[src/hw/rtl/mse_pkg.sv]
// Types and constants of the smooth escape count block
`timescale 1ns / 1ps
`default_nettype none

package mse_pkg;

    localparam int COORD_W    = 32;
    localparam int SMOOTH_W   = 29;
    localparam int CNT_W      = 12;
    localparam int RAD_W      = 9;
    localparam int CFG_IDX_W  = 8;
    localparam int CFG_DATA_W = 12;
    localparam int Z_W        = 64;
    localparam int LEN2_FRAC  = 24;
    localparam int LOG_FRAC   = 16;
    localparam int LOG_W      = 22;

    localparam logic [CFG_IDX_W-1:0] REG_MAX_ITER = CFG_IDX_W'(0);
    localparam logic [CFG_IDX_W-1:0] REG_BAILOUT  = CFG_IDX_W'(1);

    localparam logic [CNT_W-1:0] MAX_ITER_RST = 12'd400;
    localparam logic [RAD_W-1:0] BAILOUT_RST  = 9'd100;
    localparam logic [RAD_W-1:0] RAD_MIN      = 9'd2;
    localparam logic [RAD_W-1:0] RAD_MAX      = 9'd256;

    typedef struct packed {
        logic signed [COORD_W-1:0] c_real;
        logic signed [COORD_W-1:0] c_imag;
    } t_req;

    typedef struct packed {
        logic signed [SMOOTH_W-1:0] smooth_count;
        logic        [CNT_W-1:0]    raw_count;
        logic                       escaped;
    } t_res;

    // One pixel job with configuration captured and the radius already clamped
    typedef struct packed {
        logic [Z_W-1:0]   c_real;
        logic [Z_W-1:0]   c_imag;
        logic [CNT_W-1:0] lim;
        logic [RAD_W-1:0] rad;
    } t_job;

    typedef struct packed {
        logic           start;
        logic [Z_W-1:0] value;
    } t_log_req;

    typedef struct packed {
        logic             done;
        logic [LOG_W-1:0] result;
    } t_log_rsp;

endpackage

`default_nettype wire

[src/hw/rtl/mse_front.sv]
// Front end: configuration registers, request intake and job queue
`timescale 1ns / 1ps
`default_nettype none

module mse_front import mse_pkg::*; (
    input  wire logic                  i_clk,
    input  wire logic                  i_rst_n,
    input  wire logic                  start,
    output logic                       busy,
    input  wire t_req                  i_req,
    input  wire logic                  i_cfg_valid,
    output logic                       o_cfg_ready,
    input  wire logic [CFG_IDX_W-1:0]  i_cfg_index,
    input  wire logic [CFG_DATA_W-1:0] i_cfg_data,
    output logic                       o_job_valid,
    output t_job                       o_job,
    input  wire logic                  i_job_pop
);

    logic [CNT_W-1:0] r_max_iter;
    logic [RAD_W-1:0] r_bailout;
    t_job             r_q [2];
    logic             r_wr_ptr;
    logic             r_rd_ptr;
    logic [1:0]       r_cnt;
    t_job             job_in;
    logic             push;

    assign o_cfg_ready = 1'b1;
    assign busy        = (r_cnt == 2'd2);
    assign push        = start && !busy;
    assign o_job_valid = (r_cnt != 2'd0);
    assign o_job       = r_q[r_rd_ptr];

    // Hold configuration registers
    always_ff @(posedge i_clk) begin
        if (!i_rst_n) begin
            r_max_iter <= MAX_ITER_RST;
            r_bailout  <= BAILOUT_RST;
        end else if (i_cfg_valid) begin
            case (i_cfg_index)
                REG_MAX_ITER: r_max_iter <= i_cfg_data;
                REG_BAILOUT:  r_bailout  <= i_cfg_data[RAD_W-1:0];
                default:      ;
            endcase
        end
    end

    // Clamp the radius, sign-extend the coordinate; the limit register spans the count width
    always_comb begin
        job_in.c_real = {{(Z_W-COORD_W){i_req.c_real[COORD_W-1]}}, i_req.c_real};
        job_in.c_imag = {{(Z_W-COORD_W){i_req.c_imag[COORD_W-1]}}, i_req.c_imag};
        job_in.lim    = r_max_iter;
        if (r_bailout < RAD_MIN) begin
            job_in.rad = RAD_MIN;
        end else if (r_bailout > RAD_MAX) begin
            job_in.rad = RAD_MAX;
        end else begin
            job_in.rad = r_bailout;
        end
    end

    // Store accepted requests
    always_ff @(posedge i_clk) begin
        if (push) begin
            r_q[r_wr_ptr] <= job_in;
        end
    end

    // Advance queue pointers and count
    always_ff @(posedge i_clk) begin
        if (!i_rst_n) begin
            r_wr_ptr <= 1'b0;
            r_rd_ptr <= 1'b0;
            r_cnt    <= 2'd0;
        end else begin
            if (push) begin
                r_wr_ptr <= !r_wr_ptr;
            end
            if (i_job_pop) begin
                r_rd_ptr <= !r_rd_ptr;
            end
            case ({push, i_job_pop})
                2'b10:   r_cnt <= r_cnt + 2'd1;
                2'b01:   r_cnt <= r_cnt - 2'd1;
                default: r_cnt <= r_cnt;
            endcase
        end
    end

endmodule

`default_nettype wire

[config.mk]
export PLATFORM = sky130hd
export DESIGN_NAME = mse_front
export DESIGN_NICKNAME = d
export VERILOG_FILES = /design/src/hw/rtl/mse_pkg.sv /design/src/hw/rtl/mse_front.sv
export SDC_FILE = /design/constraint.sdc
export NUM_CORES = 1
export LEC_CHECK = 0
export BUFFER_PORTS_ARGS = -buffer_cell sky130_fd_sc_hd__buf_2
export CAP_MARGIN = 0
export CORE_ASPECT_RATIO = 0.6
export CORE_MARGIN = 4
export CORE_UTILIZATION = 30
export CTS_BUF_LIST = sky130_fd_sc_hd__clkbuf_8 sky130_fd_sc_hd__clkbuf_16
export CTS_CLUSTER_SIZE = 14
export DETAILED_ROUTE_END_ITERATION = 16
export PLACE_DENSITY = 0.53
export SLEW_MARGIN = 40
export SYNTH_ARGS = -nofsm -noshare
export SYNTH_HDL_FRONTEND = slang
export SYNTH_SLANG_ARGS = --single-unit
[constraint.sdc]
create_clock -name i_clk -period 5.1 [get_ports i_clk]
set_clock_uncertainty 0.1 [all_clocks]
set_input_delay 0.255 -clock i_clk [delete_from_list [all_inputs] [get_ports i_clk]]
set_output_delay 0.255 -clock i_clk [all_outputs]
set_load 0.005 [all_outputs]
== Word level (Yosys, flattened, before mapping) ==
Memory sizes are Yosys's and may differ from the RTL's. A register that Yosys moved wholly into a read port is not among the register bits.
Index checks and enable logic that the tools add are counted.
Operators by class
  $add $sub $neg: 2
  magnitude comparators: 2
  eq/ne operators: 4
  mux-type cells: 7
  reductions and logical operators: 9
Operators with widths (number)
  $mux 9: 2
  $gt 9x9->1 const B: 1
  $lt 9x2->1 const B: 1
  $eq 8x1->1 const B: 1
  $logic_not 8->1: 1
  $eq 2x2->1 const B: 2
  $mux 1: 4
  $pmux 2 s2: 1
  $reduce_and 2->1: 2
  $reduce_bool 2->1: 2
  $logic_not 1->1: 3
  $add 2x1->2 const B: 1
  $eq 2x1->1 const B: 1
  $sub 2x1->2 const B: 1
  $logic_and 1x1->1: 1
Word-level totals
  register bits after elaboration: 25
  memory bits (writable): 298
  input port bits: 89
  output and inout bits: 152
  logic and storage cells: 30
  memories kept: 1
Memories
  r_q: depth 2, width 149, rd ports 1, clocked after Yosys merged registers in 1, write ports 1, line mse_front.sv:22  | t_job r_q [2];

== Depth between registers and ports, before layout ==
  depth in word-level cells: 5
  depth in mapped cells: 6
  depth with buffers taken out: 6

== Worst setup path before layout ==
Ideal clock, no wire load.
  path type: register -> register
  from: reg r_cnt[0]
  to: mem r_q[1][0] in the netlist's numbering (enable)
  library setup time: 453 ps
  arrival: 2542 ps
  setup slack: 2005 ps
  cell stages (with the launch flop): 3
  buffers on the path: 0
  clock period less this slack: 3095 ps
  cell sequence: dfxtp_1 -> nand2b_1 -> and3_1
On the way
  cells in the longest elaborated chain, start to end: 5
Ends and longest elaborated chain
  start: declaration: line mse_front.sv:25  | logic [1:0] r_cnt;
  start signal: assignment: line mse_front.sv:84  | 2'b10: r_cnt <= r_cnt + 2'd1;
  start signal: assignment: line mse_front.sv:85  | 2'b01: r_cnt <= r_cnt - 2'd1;
  start signal: assignment: line mse_front.sv:86  | default: r_cnt <= r_cnt;
  $eq 2x2->1: line mse_front.sv:30  | assign busy = (r_cnt == 2'd2);
  $logic_not 1->1: line mse_front.sv:31  | assign push = start && !busy;
  $logic_and 1x1->1: line mse_front.sv:31
  $mux 1: line mse_front.sv:65  | if (push) begin
  $mux 1 (not written as such): line mse_front.sv:66  | r_q[r_wr_ptr] <= job_in;
  end: declaration: line mse_front.sv:22
No other way between the ends.

==> parameters.txt <==
Parameter                              Value

Status
  Status ... complete, no violations

Die
  Overall die width ... between 200 and 250 microns
  Core Region ... approximately 25,000 sq um
  Height of the die ... roughly 130 microns
  Number of rows in the core area ... 45
  Floorplan die area ... 28,600 sq um
  Boundary pin count ... around 240
  Effective utilization at floorplan ... 0.306

STA
  # setup viols final ... 0
  Relative max-transition margin ... 0.497
  Max Clock Freq ... 430 MHz
  Final hold vios ... 0
  WHS ... about 0.063 ns
  Sum Neg Setup Slack ... 0 ns
  Final Max Tran Viols ... 0
  Post-route minimum period ... between 2 and 2.5 ns
  Unrepaired setup endpoints after global routing ... no
  Worst Max-Slew Pin Slew ... 0.755 ns
  Ratio of final minimum period to clock period ... 0.456

Synth
  Largest cells by area after synthesis ... sky130_fd_sc_hd__edfxtp_1, sky130_fd_sc_hd__mux2_2, sky130_fd_sc_hd__dfxtp_1, sky130_fd_sc_hd__buf_4, sky130_fd_sc_hd__mux2i_1
  Post-synthesis sequential element count ... 196
  Total standard cell area after synthesis ... 7760 sq um
  Fraction of synthesized cell area taken by the top area cell type ... 0.658
  Share of the yosys chip area belonging to registers ... 0.725
  Number of distinct library cells after synthesis ... 30
  Post-synth net total ... about 550
  Area leader, netlist ... sky130_fd_sc_hd__edfxtp_1
  Warnings from Yosys ... 0
  Average size of a mapped cell ... around 17 sq um
  Post-Syn Instances ... roughly 460

Cells and area
  Most common cell after layout, fill and taps aside ... sky130_fd_sc_hd__buf_2
  Fill count ... roughly 2,400
  Leading cell types in the layout, fill and taps excluded ... sky130_fd_sc_hd__buf_2, sky130_fd_sc_hd__edfxtp_1, sky130_fd_sc_hd__mux2_2
  Number of standard cells in the final layout excluding fillers ... around 1,100
  Area growth, synth to finish ... 32.5%
  Nets ... approximately 810
  Antenna diode count ... 0
  Fraction of final layout cells with drive strength greater than 1 ... 0.500

Clocking
  Library cell used as clock root buffer ... sky130_fd_sc_hd__clkbuf_16
  Clock tree from TritonCTS ... done
  Clock latency at the later pin of the worst-skew pair ... approximately 0.43 ns
  H-tree lvl count ... 4
  Max Root-Sink Buffers ... 2
  Clock sink count ... between 150 and 200
  Cts bufs inserted ... 17
  Reg clk slew, reported paths ... roughly 0.070 ns

Global routing
  Vias in the first global route ... approximately 4,600
  Maximum number of pins on one net before global-route repair ... 86
  First-pass GRT wire length ... 25,400 microns
  Total GRT Usage ... 0.115
  Number of antenna violations at the first check in global routing ... 0
  Overflow after GRT ... 0

Setup path
  Maximum fanout along the worst path ... 42
  Crit path arrival time ... between 1.5 and 2 ns
  Slowest cell on crit path ... sky130_fd_sc_hd__mux2_2
  Worst Path Buf+Inv ... 2
  Delay of the slowest cell on the worst path ... around 0.53 ns
  Critical Path RT ... approximately 4.7 ns
  Setup Crit Path Kind ... flop to output pin
  Critical path launch point type ... flop
  Capturing element type of the critical path ... output pin
  Family with the most delay on the worst path ... multiplexers
  Critical path, cell by cell ... buf_12 -> mux2_2 -> buf_2

Route
  Via-per-instance ratio ... between 4 and 5
  Number of iterations in the first detailed-routing pass ... 4
  DRT Wirelength ... around 16,000 microns
  Total via count after detailed routing ... roughly 4,400
  Wire length per cell ... ~15 microns
  Antenna Violating Nets Remaining ... 0
  Number of remaining DRC errors ... 0
  First-iteration detailed-routing DRC count ... 180

Place
  Port Buffers ... around 240
  RD Place Congestion ... approximately 0.71
  Dpl cells ... between 900 and 1,000
  Post-detail-place hpwl ... between 10,000 and 15,000 microns

Power and ir drop
  Worst ir drop on vdd ... roughly 0.14 mV
  Leak Pwr ... between 3 and 4 nW
  Power per cell area ... roughly 370 nW/um^2

Run
  Max-capacitance violation count ... 0

Worst hold path
  Class of the most critical hold timing path ... input port to flop
stage by stage:
step	setup slack [ns]	power, W	util	instance area (sq um)
finish	2.78	0.00385	0.405	10300
CTS	2.30	0.00391	0.403	10200
floorplan	2.00	0.00227	-	7760
detailed placement	2.72	0.00244	0.349	8860
global route	2.57	0.00403	0.405	10300
global placement	2.71	0.00242	0.349	8850
Yosys cell counts:
master / n
sky130_fd_sc_hd__or4_1: 1
sky130_fd_sc_hd__buf_2: 5
sky130_fd_sc_hd__nand2b_1: 1
sky130_fd_sc_hd__xor2_1: 1
sky130_fd_sc_hd__ha_1: 1
sky130_fd_sc_hd__a21oi_1: 3
sky130_fd_sc_hd__o21ai_0: 2
sky130_fd_sc_hd__or4b_4: 1
sky130_fd_sc_hd__mux2_2: 85
sky130_fd_sc_hd__nand2_1: 29
sky130_fd_sc_hd__conb_1: 1
sky130_fd_sc_hd__nor3_4: 1
sky130_fd_sc_hd__or3_1: 2
sky130_fd_sc_hd__and3_1: 1
sky130_fd_sc_hd__a311oi_1: 1
sky130_fd_sc_hd__clkinv_1: 1
sky130_fd_sc_hd__buf_1: 5
sky130_fd_sc_hd__dfxtp_1: 26
sky130_fd_sc_hd__mux2i_1: 21
sky130_fd_sc_hd__nor4_1: 1
sky130_fd_sc_hd__inv_1: 6
sky130_fd_sc_hd__or2_2: 1
sky130_fd_sc_hd__buf_12: 1
sky130_fd_sc_hd__xnor2_1: 2
sky130_fd_sc_hd__nor3_1: 1
sky130_fd_sc_hd__clkbuf_1: 5
sky130_fd_sc_hd__nor2_1: 16
sky130_fd_sc_hd__edfxtp_1: 170
sky130_fd_sc_hd__buf_4: 66
sky130_fd_sc_hd__nor2b_1: 6
sequential cells by signal, indices dropped and copies added, names as in the netlist, named ones only:
signal / cells
r_max_iter: 12
r_bailout: 9
r_wr_ptr: 1
r_rd_ptr: 1
r_cnt: 2
r_q: 170
power breakdown:
part,switching [W],leakage [nW],total (W),internal (W)
Clock,0.000586,0.306,0.00141,0.000826
Combinational,0.000260,1.81,0.000525,0.000265
Sequential,0.0000321,1.79,0.00191,0.00188
per-layer routing:
layer | vias up | wire length [microns] | global-route usage
met1 | 2123 | 7540 | 0.150
met3 | 13 | 856 | 0.0388
met4 | 0 | 151 | 0.0311
met2 | 110 | 7930 | 0.184
met5 | - | 0 | 0
li1 | 2131 | - | -
timing repair:
item | CTS | global route
hold buffers | 76 | 0
buffers inserted | 0 | 0
resized for setup | 0 | 0
hold endpoints to repair | 144 | 0
cells by family (layout without fill, tap and decap cells):
| logic type | Yosys count | in the layout | synth area share |
|---|---|---|---|
| mux | 106 | 106 | 0.150 |
| xor+xnor | 3 | 3 | 0.00339 |
| flops | 196 | 196 | 0.725 |
| fa+ha+maj | 1 | 1 | 0.00161 |
| buf+inv | 89 | 358 | 0.0779 |
| simple gates | 61 | 61 | 0.0369 |
| other cells | 1 | 1 | 0.000483 |
| compound gates | 6 | 6 | 0.00435 |
final timing paths:
| check | start | end | slack (ns) | cells after the start |
|---|---|---|---|---|
| hold reg to reg | r_max_iter[9] | r_q[1][18] | 0.36 | 0 |
| setup / recovery | flop | o_job[64] | 2.78 | 3 |
| setup reg to reg | r_cnt[0] | r_q[1][48] | 2.78 | 3 |
| hold / removal | i_cfg_data[0] | r_max_iter[0] | 0.06 | 3 |
layout make-up:
type,instances,area (sq um),area share
clock buffers,17,425,0.0414
clock inverters,15,201,0.0196
flip-flops and latches,196,5630,0.548
multi-input cells,178,1550,0.150
inverters,7,33.8,0.00329
repair buffers,319,2000,0.195
well taps,352,440,0.0428
worst register-to-register path: stages (launching register included):
cell                       delay, ns
sky130_fd_sc_hd__dfxtp_1        0.40
sky130_fd_sc_hd__nand2b_1       0.17
sky130_fd_sc_hd__and3_4         0.52
sky130_fd_sc_hd__buf_4          0.74
(Power assumes the default switching activity.)
